## src/hw/rtl/mcpm_pkg.sv

```systemverilog
// shared types and constants of the multichannel pcm mixer
package mcpm_pkg;

   // field widths of the stream transactions
   localparam int CMD_W       = 3;
   localparam int CHAN_W      = 4;
   localparam int ADDR_W      = 14;
   localparam int BYTE_W      = 8;
   localparam int LEN_W       = 17;
   localparam int VOL_W       = 7;
   localparam int SAMPLE_W    = 16;
   localparam int STATUS_W    = 2;
   localparam int MASK_W      = 16;
   localparam int REQ_TDATA_W = 56;
   localparam int RSP_TDATA_W = 56;
   localparam int RSP_PAD_W   = RSP_TDATA_W - 2 * SAMPLE_W - STATUS_W - MASK_W;

   // decoded operation queue depth
   localparam int QUEUE_DEPTH = 2;

   // sample scaling: ((byte - 128) << 8) * gain / 127
   localparam logic [BYTE_W-1:0] SILENCE = 8'd128;
   localparam int MAG_W       = 8;
   localparam int PROD_W      = MAG_W + VOL_W;
   localparam int RECIP_W     = 24;
   // ceil(2^30 / 127): x*256/127 == (x * RECIP) >> 22 for every x below 2^15
   localparam logic [RECIP_W-1:0] RECIP = 24'd8454661;
   localparam int RECIP_SHIFT = 22;
   localparam int SCALED_W    = PROD_W + RECIP_W;
   localparam int QUOT_W      = 17;

   // command codes on the request side
   typedef enum logic [CMD_W-1:0] {
      CMD_LOAD   = 3'd0,
      CMD_START  = 3'd1,
      CMD_STOP   = 3'd2,
      CMD_VOLUME = 3'd3,
      CMD_MIX    = 3'd4
   } cmd_type;

   // result status codes
   localparam logic [STATUS_W-1:0] STATUS_OK       = 2'd0;
   localparam logic [STATUS_W-1:0] STATUS_ZERO_LEN = 2'd1;
   localparam logic [STATUS_W-1:0] STATUS_TOO_LONG = 2'd2;

   // operation kinds after classification
   typedef enum logic [2:0] {
      OP_NONE,
      OP_LOAD,
      OP_START,
      OP_STOP,
      OP_VOLUME,
      OP_MIX
   } op_kind_type;

   // one classified transaction travelling from front to back
   typedef struct packed {
      op_kind_type           kind;
      logic [CHAN_W-1:0]     channel;
      logic [ADDR_W-1:0]     address;
      logic [BYTE_W-1:0]     sample_byte;
      logic [LEN_W-1:0]      length;
      logic [VOL_W-1:0]      volume;
      logic [STATUS_W-1:0]   status;
   } op_type;

endpackage

```

## src/hw/rtl/mcpm_queue.sv

```systemverilog
// short fifo of classified operations between decoder and executor
module mcpm_queue (
   input  logic              clock,
   input  logic              reset,
   input  logic              push,
   input  mcpm_pkg::op_type  push_op,
   output logic              full,
   input  logic              pop,
   output mcpm_pkg::op_type  pop_op,
   output logic              empty
);

   localparam int PTR_W = (mcpm_pkg::QUEUE_DEPTH > 1) ? $clog2(mcpm_pkg::QUEUE_DEPTH) : 1;
   localparam int CNT_W = $clog2(mcpm_pkg::QUEUE_DEPTH + 1);

   mcpm_pkg::op_type entry_ff [mcpm_pkg::QUEUE_DEPTH];
   logic [PTR_W-1:0] wr_ptr_ff, wr_ptr_in;
   logic [PTR_W-1:0] rd_ptr_ff, rd_ptr_in;
   logic [CNT_W-1:0] count_ff, count_in;

   assign full   = count_ff == CNT_W'(mcpm_pkg::QUEUE_DEPTH);
   assign empty  = count_ff == '0;
   assign pop_op = entry_ff[rd_ptr_ff];

   // pointer and fill count update
   always_comb begin
      wr_ptr_in = wr_ptr_ff;
      rd_ptr_in = rd_ptr_ff;
      count_in  = count_ff;
      if (push) begin
         wr_ptr_in = (wr_ptr_ff == PTR_W'(mcpm_pkg::QUEUE_DEPTH - 1)) ? '0 : wr_ptr_ff + 1'b1;
      end
      if (pop) begin
         rd_ptr_in = (rd_ptr_ff == PTR_W'(mcpm_pkg::QUEUE_DEPTH - 1)) ? '0 : rd_ptr_ff + 1'b1;
      end
      if (push && !pop) begin
         count_in = count_ff + 1'b1;
      end else if (pop && !push) begin
         count_in = count_ff - 1'b1;
      end
   end

   always_ff @(posedge clock) begin
      if (reset) begin
         wr_ptr_ff <= '0;
         rd_ptr_ff <= '0;
         count_ff  <= '0;
      end else begin
         wr_ptr_ff <= wr_ptr_in;
         rd_ptr_ff <= rd_ptr_in;
         count_ff  <= count_in;
      end
   end

   // entry storage
   always_ff @(posedge clock) begin
      if (push) entry_ff[wr_ptr_ff] <= push_op;
   end

`ifndef ASSERT_OFF
   a_count_bound: assert property (@(posedge clock) disable iff (reset)
      count_ff <= CNT_W'(mcpm_pkg::QUEUE_DEPTH))
      else $error("queue fill count above depth");

   a_no_overflow: assert property (@(posedge clock) disable iff (reset)
      full && !pop |-> !push)
      else $error("push into full queue");

   a_no_underflow: assert property (@(posedge clock) disable iff (reset)
      empty |-> !pop)
      else $error("pop from empty queue");
`endif

endmodule

```

## config.mk

```make
export PLATFORM = sky130hd
export DESIGN_NAME = mcpm_queue
export DESIGN_NICKNAME = d
export VERILOG_FILES = /design/src/hw/rtl/mcpm_pkg.sv /design/src/hw/rtl/mcpm_queue.sv
export SDC_FILE = /design/constraint.sdc
export NUM_CORES = 1
export LEC_CHECK = 0
export BUFFER_PORTS_ARGS = -buffer_cell sky130_fd_sc_hd__buf_4
export CAP_MARGIN = 25
export CORE_MARGIN = 2
export CORE_UTILIZATION = 33
export CTS_BUF_LIST = sky130_fd_sc_hd__clkbuf_16
export DETAILED_ROUTE_END_ITERATION = 10
export GPL_TIMING_DRIVEN = 0
export HOLD_SLACK_MARGIN = 0.06
export PLACE_DENSITY = 0.62
export SYNTH_ARGS = -nofsm -noshare
export SYNTH_HDL_FRONTEND = slang
export SYNTH_SLANG_ARGS = --single-unit
```

## constraint.sdc

```tcl
create_clock -name clock -period 6.3 [get_ports clock]
set_input_delay 1.26 -clock clock [delete_from_list [all_inputs] [get_ports clock]]
set_output_delay 1.26 -clock clock [all_outputs]
set_load 0.005 [all_outputs]
```

==> reports/metrics.csv <==
stage;metric;value;unit
clock_network;tritoncts;done;
sta;report.final.setup_viol;0;
floorplan;initial_cell_density_of_the_core;33.5;%
finish;final-instance-count-excl-fill;513;
route;routed-via-count;2211;
critical_path;worst-setup-path-type;flip-flop to output port;
route;routed_wirelength;7.59;mm
clock_network;cts_setup_buffers;0;
synth;avgSynthCellArea;21.7;um2
critical_path;worst_path_required_time;5040;ps
floorplan;die_w;117;um
power;vdd_ir_drop_max;163;uV
clock_network;cts.repair.resized;0;
clock_network;clock_latency_reported_for_the_late_side_of_the_worst_skew_pair;400;ps
route;route.detailed.drc;0;
global_routing;grt_max_degree;56;
sta;rsz0062_at_grt;false;
critical_path;cpLargestDelayFamily;buffers and inverters;
route;drt_iter0_markers;144;
critical_path;startpoint_type;flip-flop;
power;power.leakage;2.21;nW
critical_path;slowest_delay;350;ps
route;drt-pass1-iter-count;4;
critical_path;cp_data_arrival_time;1590;ps
placed_design;detailed_place_hpwl;4.87;mm
run_status;outcome;finished, final reports clean;
critical_path;cells_along_the_critical_path;buf_4, buf_6, mux2_2, buf_4;
sta;tightest_slew;866;ps
critical_path;critPathMaxFanout;10;
global_routing;antenna_found_initial;0;
finish;layout-drive-gt1-share;59.2;%
floorplan;rows;41;
global_routing;grt_pass1_vias;2263;
sta;slew_headroom;42.1;%
clock_network;hold_buffer_count_at_cts;0;
min_path;hp-class;flip-flop to flip-flop;
run;timing.max_cap.violations;0;
synth;mapped_area;0.00419;mm2
sta;clock.fmax;0.351;GHz
floorplan;core-area;0.0125;mm2
sta;timing.setup.tns;0;ps
power;powerDensity;333;mW/mm2
finish;areaGrowthSynthToFinish;38.7;%
finish;design.final.nets;388;
clock_network;clock-root-buffer;clkbuf_16;
sta;final_period_minus_worst_setup_slack;2850;ps
floorplan;fp.dieH;117;um
route;post_drt_via_cell_ratio;4.31;
sta;timing_max_transition_violations_final;0;
synth;syn_nets;253;
synth;synthesis.instances;193;
critical_path;slowest_stage_cell_cp;mux2_2;
critical_path;endpoint_kind;output port;
critical_path;crit_path_frequent_cell;buf_4;
sta;layout_worst_path_cycle_share;45.2;%
floorplan;ios;116;
global_routing;first_pass_grt_wire_length;11.4;mm
finish;final_core_utilization;46.5;%
synth;yosys_register_bits;115;
clock_network;cts_max_path_buffers;2;
clock_network;clk_transition_reported_paths;50;ps
placed_design;place.gp.congestion;0.642;
clock_network;ctsHtreeMaxLevel;4;
placed_design;dp.cells;481;
route;final_antenna_net_count;0;
clock_network;cts_made_buffers;17;
sta;fin_worst_skew;4.56;ps
synth;synth-seq-area-share;81.1;%
global_routing;grt.overflow.total;0;
critical_path;worst_path_buf_inv;3;
route;drt-wirelength-per-cell;14.8;um
synth;synth_cell_types;16;
floorplan;dieArea;0.0136;mm2
finish;final_cell_mix;buf_4, edfxtp_1, mux2_2, clkbuf_16, inv_1;
synth;yosysWarnings;0;
finish;final_common_cell;buf_4;
clock_network;cts.sinks;115;
placed_design;io_buffer_count;115;
sta;final_hold_viol_count;0;
finish;num_antenna_cells;0;
global_routing;global_route.usage.total;11.6;%
-- worst min-delay path, delay by kind of cell, from the launching register on --
kind	cells	cell delay, ps
flip-flops	1	330
AO/OA/AOI/OAI	2	140
-- cell type report --
cell class              count  area [um2]
inverters                   1        3.75
flip-flops and latches    115        3400
well taps                 172         215
multi-input cells          71         733
clock inverters            15        87.6
repair buffers            116         883
fillers                  1160        6700
plain buffers               6        63.8
clock buffers              17         425
-- final timing paths --
| path | from | endpoint | slack (ps) | cells after the start |
|---|---|---|---|---|
| setup / recovery | flip-flop | pop_op[12] | 3450 | 4 |
| hold / removal | count_ff[1] | count_ff[1] | 520 | 2 |
| setup reg to reg | wr_ptr_ff | entry_ff[0][44] | 4630 | 2 |
| hold reg to reg | count_ff[1] | count_ff[1] | 520 | 2 |
-- cells by family after synthesis --
kind of cell	after synthesis	synth area share (%)
AO/OA/AOI/OAI	2	0.238
XOR/XNOR	4	0.835
adder cells (fa/ha/maj)	1	0.298
buffers and inverters	7	1.61
flip-flops	115	81.1
multiplexers	55	14.8
AND/OR/NAND/NOR	9	1.10
-- state kept, by name (all words and copies together) (netlist names), named ones only --
register   count
rd_ptr_ff      1
entry_ff     110
wr_ptr_ff      1
count_ff       2
-- synthesized netlist by cell type (all sizes together) --
library cell | n | share of area, %
edfxtp | 110 | 79
mux2 | 55 | 15
buf | 6 | 1.5
dfxtp | 5 | 2.4
nor2 | 5 | 0.45
xnor2 | 2 | 0.42
xor2 | 2 | 0.42
a21oi | 1 | 0.12
and2 | 1 | 0.15
and2b | 1 | 0.21
ha | 1 | 0.30
inv | 1 | 0.089
nor2b | 1 | 0.15
o21ai | 1 | 0.12
or3 | 1 | 0.15
-- per-stage QoR --
step | hold WS, ps | worst slack, ps | instance area (um2) | total power, mW
6_report | 518 | 3450 | 5820 | 1.94
5_1_grt | 563 | 3350 | 5820 | 2.02
4_1_cts | 529 | 3400 | 5820 | 1.96
3_5_place_dp | 516 | 3550 | 5300 | 1.13
3_3_place_gp | 484 | 344 | 5270 | 1.13
2_1_floorplan | 461 | 2140 | 4190 | 1.01
-- metal layers --
metal / global-route usage (%) / part of all wire (%) / up-vias
li1: - / - / 1030
met1: 13.3 / 42 / 1100
met2: 18.3 / 50 / 68
met3: 5.35 / 6.2 / 13
met4: 6.12 / 1.9 / 0
met5: 0 / 0 / -
-- power by group --
group          switching, mW  internal (mW)
Combinational         0.0838          0.123
Sequential            0.0115          0.893
Clock                  0.304          0.522
(Power assumes the default switching activity.)
