$ cat config.mk
export PLATFORM = sky130hd
export DESIGN_NAME = mcpm_front
export DESIGN_NICKNAME = d
export VERILOG_FILES = /design/src/hw/rtl/mcpm_pkg.sv /design/src/hw/rtl/mcpm_front.sv
export SDC_FILE = /design/constraint.sdc
export NUM_CORES = 1
export LEC_CHECK = 0
export BUFFER_PORTS_ARGS = -buffer_cell sky130_fd_sc_hd__buf_2
export CORE_MARGIN = 10
export CORE_UTILIZATION = 25
export DETAILED_ROUTE_END_ITERATION = 8
export PLACE_DENSITY = 0.9
export SETUP_SLACK_MARGIN = 0.15
export SLEW_MARGIN = 20
export SYNTH_ARGS = -nofsm -noshare
export SYNTH_HDL_FRONTEND = slang
export SYNTH_SLANG_ARGS = --single-unit
$ cat constraint.sdc
create_clock -name vclk -period 2.7
set_input_delay 0.54 -clock vclk [all_inputs]
set_output_delay 0.54 -clock vclk [all_outputs]
set_load 0.02 [all_outputs]
$ cat src/hw/rtl/mcpm_pkg.sv
// shared types and constants of the multichannel pcm mixer
package mcpm_pkg;

   // field widths of the stream transactions
   localparam int CMD_W       = 3;
   localparam int CHAN_W      = 4;
   localparam int ADDR_W      = 14;
   localparam int BYTE_W      = 8;
   localparam int LEN_W       = 17;
   localparam int VOL_W       = 7;
   localparam int SAMPLE_W    = 16;
   localparam int STATUS_W    = 2;
   localparam int MASK_W      = 16;
   localparam int REQ_TDATA_W = 56;
   localparam int RSP_TDATA_W = 56;
   localparam int RSP_PAD_W   = RSP_TDATA_W - 2 * SAMPLE_W - STATUS_W - MASK_W;

   // decoded operation queue depth
   localparam int QUEUE_DEPTH = 2;

   // sample scaling: ((byte - 128) << 8) * gain / 127
   localparam logic [BYTE_W-1:0] SILENCE = 8'd128;
   localparam int MAG_W       = 8;
   localparam int PROD_W      = MAG_W + VOL_W;
   localparam int RECIP_W     = 24;
   // ceil(2^30 / 127): x*256/127 == (x * RECIP) >> 22 for every x below 2^15
   localparam logic [RECIP_W-1:0] RECIP = 24'd8454661;
   localparam int RECIP_SHIFT = 22;
   localparam int SCALED_W    = PROD_W + RECIP_W;
   localparam int QUOT_W      = 17;

   // command codes on the request side
   typedef enum logic [CMD_W-1:0] {
      CMD_LOAD   = 3'd0,
      CMD_START  = 3'd1,
      CMD_STOP   = 3'd2,
      CMD_VOLUME = 3'd3,
      CMD_MIX    = 3'd4
   } cmd_type;

   // result status codes
   localparam logic [STATUS_W-1:0] STATUS_OK       = 2'd0;
   localparam logic [STATUS_W-1:0] STATUS_ZERO_LEN = 2'd1;
   localparam logic [STATUS_W-1:0] STATUS_TOO_LONG = 2'd2;

   // operation kinds after classification
   typedef enum logic [2:0] {
      OP_NONE,
      OP_LOAD,
      OP_START,
      OP_STOP,
      OP_VOLUME,
      OP_MIX
   } op_kind_type;

   // one classified transaction travelling from front to back
   typedef struct packed {
      op_kind_type           kind;
      logic [CHAN_W-1:0]     channel;
      logic [ADDR_W-1:0]     address;
      logic [BYTE_W-1:0]     sample_byte;
      logic [LEN_W-1:0]      length;
      logic [VOL_W-1:0]      volume;
      logic [STATUS_W-1:0]   status;
   } op_type;

endpackage

$ cat src/hw/rtl/mcpm_front.sv
// request decoder: unpacks and classifies each transaction into an operation
module mcpm_front #(
   parameter int CHANNELS     = 16,
   parameter int SAMPLE_DEPTH = 16384
) (
   input  logic                               req_tvalid,
   output logic                               req_tready,
   // channel, address, sample_byte, length, volume, zero pad
   input  logic [mcpm_pkg::REQ_TDATA_W-1:0]   req_tdata,
   // command
   input  logic [mcpm_pkg::CMD_W-1:0]         req_tuser,
   input  logic                               queue_full,
   output logic                               queue_push,
   output mcpm_pkg::op_type                   queue_op
);

   logic [mcpm_pkg::CHAN_W-1:0] chan;
   logic [mcpm_pkg::ADDR_W-1:0] addr;
   logic [mcpm_pkg::BYTE_W-1:0] sbyte;
   logic [mcpm_pkg::LEN_W-1:0]  len;
   logic [mcpm_pkg::VOL_W-1:0]  vol;
   logic                        chan_ok;
   logic                        addr_ok;

   // field unpacking
   assign chan  = req_tdata[3:0];
   assign addr  = req_tdata[17:4];
   assign sbyte = req_tdata[25:18];
   assign len   = req_tdata[42:26];
   assign vol   = req_tdata[49:43];

   assign chan_ok = 32'(chan) < 32'(CHANNELS);
   assign addr_ok = 32'(addr) < 32'(SAMPLE_DEPTH);

   // handshake into the queue
   assign req_tready = !queue_full;
   assign queue_push = req_tvalid && !queue_full;

   // classification and status
   always_comb begin
      queue_op.kind        = mcpm_pkg::OP_NONE;
      queue_op.channel     = chan;
      queue_op.address     = addr;
      queue_op.sample_byte = sbyte;
      queue_op.length      = len;
      queue_op.volume      = vol;
      queue_op.status      = mcpm_pkg::STATUS_OK;
      case (mcpm_pkg::cmd_type'(req_tuser))
         mcpm_pkg::CMD_LOAD: begin
            if (chan_ok && addr_ok) queue_op.kind = mcpm_pkg::OP_LOAD;
         end
         mcpm_pkg::CMD_START: begin
            if (chan_ok) begin
               if (len == '0) begin
                  queue_op.status = mcpm_pkg::STATUS_ZERO_LEN;
               end else if (32'(len) > 32'(SAMPLE_DEPTH)) begin
                  queue_op.status = mcpm_pkg::STATUS_TOO_LONG;
               end else begin
                  queue_op.kind = mcpm_pkg::OP_START;
               end
            end
         end
         mcpm_pkg::CMD_STOP: begin
            if (chan_ok) queue_op.kind = mcpm_pkg::OP_STOP;
         end
         mcpm_pkg::CMD_VOLUME: begin
            if (chan_ok) queue_op.kind = mcpm_pkg::OP_VOLUME;
         end
         mcpm_pkg::CMD_MIX: begin
            queue_op.kind = mcpm_pkg::OP_MIX;
         end
         default: begin
            queue_op.kind = mcpm_pkg::OP_NONE;
         end
      endcase
   end

endmodule

==> results of run 1 <==
## power by group through the flow
stage | Clock (uW) | Sequential [uW] | Combinational, uW
finish | 0 | 0 | 69.9
global route | 0 | 0 | 75.6
CTS | 0 | 0 | 71.4
detailed placement | 0 | 0 | 71.3
global placement | 0 | 0 | 70.6
floorplan | 0 | 0 | 122
## worst max-delay path by stage
| stage | start | to | slack, ps | depth (start not counted) |
|---|---|---|---|---|
| after global placement | req_tuser[2] | queue_op[53] | 420 | 5 |
| after detailed placement | req_tuser[2] | queue_op[53] | 400 | 5 |
| after CTS | req_tuser[2] | queue_op[53] | 400 | 5 |
| final | req_tuser[2] | queue_op[53] | 410 | 5 |
| after global routing | req_tdata[27] | queue_op[1] | 310 | 6 |
| after floorplan | req_tuser[2] | queue_op[53] | 520 | 3 |
## cells by family after synthesis
| kind of cell | share of synthesized area |
|---|---|
| buffers and inverters | 0.781 |
| and+or+nand+nor | 0.153 |
| AOI/OAI and AO/OA | 0.0485 |
| xor gates and xnor gates | 0.0179 |
## cells in the final DEF, fill, tap and decap left out, types with 2 or more instances in the layout
cell type,instances
buf_2,46
nor2_1,3
nor4_1,3
inv_1,2
or3_1,2
## layer usage
metal / track usage / vias to the layer above / wire length, um
met5: 0 / - / 0
met1: 0.0337 / 136 / 308
met3: 0.0314 / 16 / 232
met2: 0.101 / 36 / 692
li1: - / 168 / -
met4: 0.0561 / 0 / 125
## per-stage QoR
step                      cells  instance area [sq um]  power [uW]  utilization  worst slack, ps
after floorplan              70                    490         122            -              516
after global placement       91                    377        70.6        0.209              418
after detailed placement     91                    377        71.3        0.209              402
after CTS                    91                    377        71.4        0.209              401
after global routing         91                    377        75.6        0.209              307
final                        91                    377        69.9        0.209              413
## cells in the mapped netlist, types with 2 or more instances
cell type	instances
nor4_1	3
nor2_1	3
inv_1	2
or3_1	2
buf_4	50
## cell type report
| cell class | count | area, sq um |
|---|---|---|
| Fill cell | 217 | 1430 |
| Inverter | 2 | 7.51 |
| Timing Repair Buffer | 46 | 230 |
| Multi-Input combinational cell | 18 | 108 |
| Tap cell | 25 | 31.3 |
## critical path: stages
cell	delay, ps
buf_2	110
or3_1	380
or3_1	350
o22ai_1	180
buf_2	190
==> results.json, run 1 <==
{
  "worst_pin_slew_ps": 301,
  "arrival_ps": 1750,
  "setup_viol_count_final": 0,
  "finalCritPeriodShare": 0.847,
  "seq_area_frac_synth": 0,
  "ir_drop_v": 0.0000406,
  "core_sq_um": 1800,
  "comb_power_share": 1.000,
  "dp_hpwl_um": 1290,
  "design.seq.count": 0,
  "regArea_sq_um": 0,
  "num_vias": 356,
  "rsz0062_at_grt": "no",
  "drv_slew": 0,
  "fin_setup_tns_ps": 0,
  "place_congestion": 0.728,
  "status": "complete, no violations",
  "drv_cap": 0,
  "drive_gt1_frac": 0.712,
  "crit_type": "in2out",
  "grt_pass1_vias": 371,
  "wirelength_um": 1360,
  "overflow": 0,
  "postCtsSetupBuffers": 0,
  "row_count": 15,
  "ctsHoldBuffers": 0,
  "p_switching_uw": 42.6,
  "die_area_sq_um": 4130,
  "yosysUniqueCellTypes": 15,
  "p_sw_frac": 0.609,
  "area_growth_pct": -23.2,
  "io_pins": 118,
  "pwr-share-seq": 0,
  "syn_area_sq_um": 490,
  "grt_max_degree": 5,
  "numPortBuffers": 46,
  "grt_antenna_before_repair": 0,
  "hold_violations": 0,
  "grt_pass1_wl_um": 1880,
  "holdCritPathClass": "in2out",
  "p_int_uw": 27.4,
  "worstHoldStart": "req_tdata[5]",
  "timing.fmax_mhz": 437,
  "min_to": "queue_op[35]",
  "synthTopCellsByArea": "buf_4 77%, nor4_1 3.8%, or3_1 2.6%",
  "syn_inst": 70,
  "drc_errors": 0,
  "diodes": 0,
  "drt_iter0_markers": 12,
  "holdPathStages": 0,
  "post-route-min-period_ps": 2290,
  "antenna_left": 0,
  "grt_use_total": 0.0542,
  "firstDrtPassIters": 2,
  "avgSynthCellArea_sq_um": 7.01,
  "synth_top_area_frac": 0.765,
  "die_w_um": 64.3,
  "clkbuf_count": 0,
  "cp-start-kind": "primary input",
  "total_leakage_power_uw": 0.000222,
  "synth_warnings": 0,
  "critPathMaxFanout": 4,
  "power_density_nw_per_um2": 186,
  "power_frac_clock": 0,
  "start_util": 0.272,
  "slew_headroom": 0.798,
  "endpoint_kind": "output port",
  "wl_per_cell_um": 14.9,
  "syn-num-nets": 131,
  "hold_ws_ps": 1080,
  "routed_via_density": 3.91,
  "die_h_um": 64.3,
  "critPathRequiredTime_ps": 2160,
  "nets": 129,
  "cts.repair.resized": 0,
  "yosysTopAreaCell": "buf_4"
}
No activity file was read; power rests on OpenSTA's default activity.
==> inputs of run 2 (changes only) <==
CORE_UTILIZATION = 23   (was 25)
PLACE_DENSITY = 0.83   (was 0.9)
clock period = 2.2 ns   (was 2.7 ns; I/O delays follow)
==> results.json, run 2 (synthesis gave the netlist of run 1 again) <==
{
  "overflow": 0,
  "post_dp_cell_area_sq_um": 387,
  "critPathMaxFanout": 4,
  "arrival_ps": 1600,
  "wl_per_cell_um": 14.0,
  "grt_max_degree": 5,
  "numPortBuffers": 46,
  "drv_cap": 0,
  "slew_headroom": 0.864,
  "start_util": 0.245,
  "regArea_sq_um": 0,
  "io_pins": 118,
  "pwr-share-seq": 0,
  "finalCritPeriodShare": 0.926,
  "power_frac_clock": 0,
  "holdCritPathClass": "in2out",
  "grt_pass1_wl_um": 1780,
  "drc_errors": 0,
  "hold_ws_ps": 880,
  "p_switching_uw": 57.8,
  "antenna_left": 0,
  "core_sq_um": 2000,
  "multiInputGateArea_sq_um": 159,
  "fin_util": 0.228,
  "hold_violations": 0,
  "fillCellCount": 243,
  "die_w_um": 66.2,
  "nets": 130,
  "drt_iter0_markers": 2,
  "fin_setup_tns_ps": 0,
  "grt_antenna_before_repair": 0,
  "mostFrequentLayoutCell": "buf_2",
  "timing.fmax_mhz": 491,
  "place_congestion": 0.665,
  "grt_pass1_vias": 386,
  "drv_slew": 0,
  "p_int_uw": 39.0,
  "die_h_um": 66.2,
  "final_cell_mix": "42 x buf_2, 3 x nor2_1, 3 x buf_4",
  "rsz0062_at_grt": "yes",
  "area_growth_pct": -7.14,
  "setup_viol_count_final": 0,
  "wirelength_um": 1310,
  "drive_gt1_frac": 0.806,
  "worst_pin_slew_ps": 204,
  "diodes": 0,
  "design.seq.count": 0,
  "p_sw_frac": 0.597,
  "routed_via_density": 3.68,
  "total_leakage_power_uw": 0.000239,
  "endpoint_kind": "output port",
  "ir_drop_v": 0.0000582,
  "critPathRequiredTime_ps": 1760,
  "p_total_uw": 96.8,
  "clkbuf_count": 0,
  "comb_power_share": 1.000,
  "num_vias": 346,
  "grt_use_total": 0.0481,
  "firstDrtPassIters": 2,
  "power_density_nw_per_um2": 212,
  "ctsHoldBuffers": 0,
  "row_count": 16,
  "crit_type": "in2out",
  "post-route-min-period_ps": 2040,
  "design_area_sq_um": 455,
  "die_area_sq_um": 4380,
  "status": "complete, no violations",
  "cp-start-kind": "primary input"
}
-- run 2: changes by cell type in the layout (fill, tap and decap cells not counted) --
cell      delta
or3_1        -2
buf_4        +3
buf_6        +2
or3_4        +2
nor4_1       -3
a211oi_1     -1
buf_2        -4
nor4_2       +1
nor4_4       +2
a211oi_2     +1
-- run 2: power groups by stage --
stage               Sequential (uW)  Combinational (uW)  Clock [uW]
floorplan                         0                 149           0
global placement                  0                86.5           0
detailed placement                0                87.4           0
CTS                               0                89.1           0
global route                      0                 104           0
finish                            0                96.8           0
-- run 2: through the flow --
step,setup slack [ps],instances
2_1_floorplan,216,70
3_3_place_gp,72.1,94
3_5_place_dp,111,94
4_1_cts,125,94
5_1_grt,92.0,94
6_report,162,94
-- run 2: metal layers --
layer | GRT usage | wire length (um)
met5 | 0 | 0
met4 | 0.0131 | 21
met3 | 0.0153 | 148
met2 | 0.100 | 829
met1 | 0.0414 | 312
-- run 2: timing repair --
action,CTS,global route
pin swaps,1,5
cloned,0,0
endpoints found under the setup margin,3,3
endpoints found under the hold margin,0,0
resized for setup,3,10
setup buffers,0,0
-- run 2: path summary, 6_finish.rpt --
path                          start      endpoint  slack [ps]  depth (start not counted)
worst min-delay path  req_tdata[19]  queue_op[27]         880                          0
worst max-delay path   req_tuser[2]  queue_op[53]         160                          5
-- run 2: worst max-delay path, stage by stage --
cell and delay, ps:
buf_2 120, or3_4 380, or3_4 340, o22ai_1 160, buf_4 170
-- run 2: area by class of cell --
| class | count | share of cell area |
|---|---|---|
| inverters | 2 | 0.0165 |
| well taps | 27 | 0.0742 |
| repair buffers | 47 | 0.560 |
| multi-input cells | 18 | 0.349 |
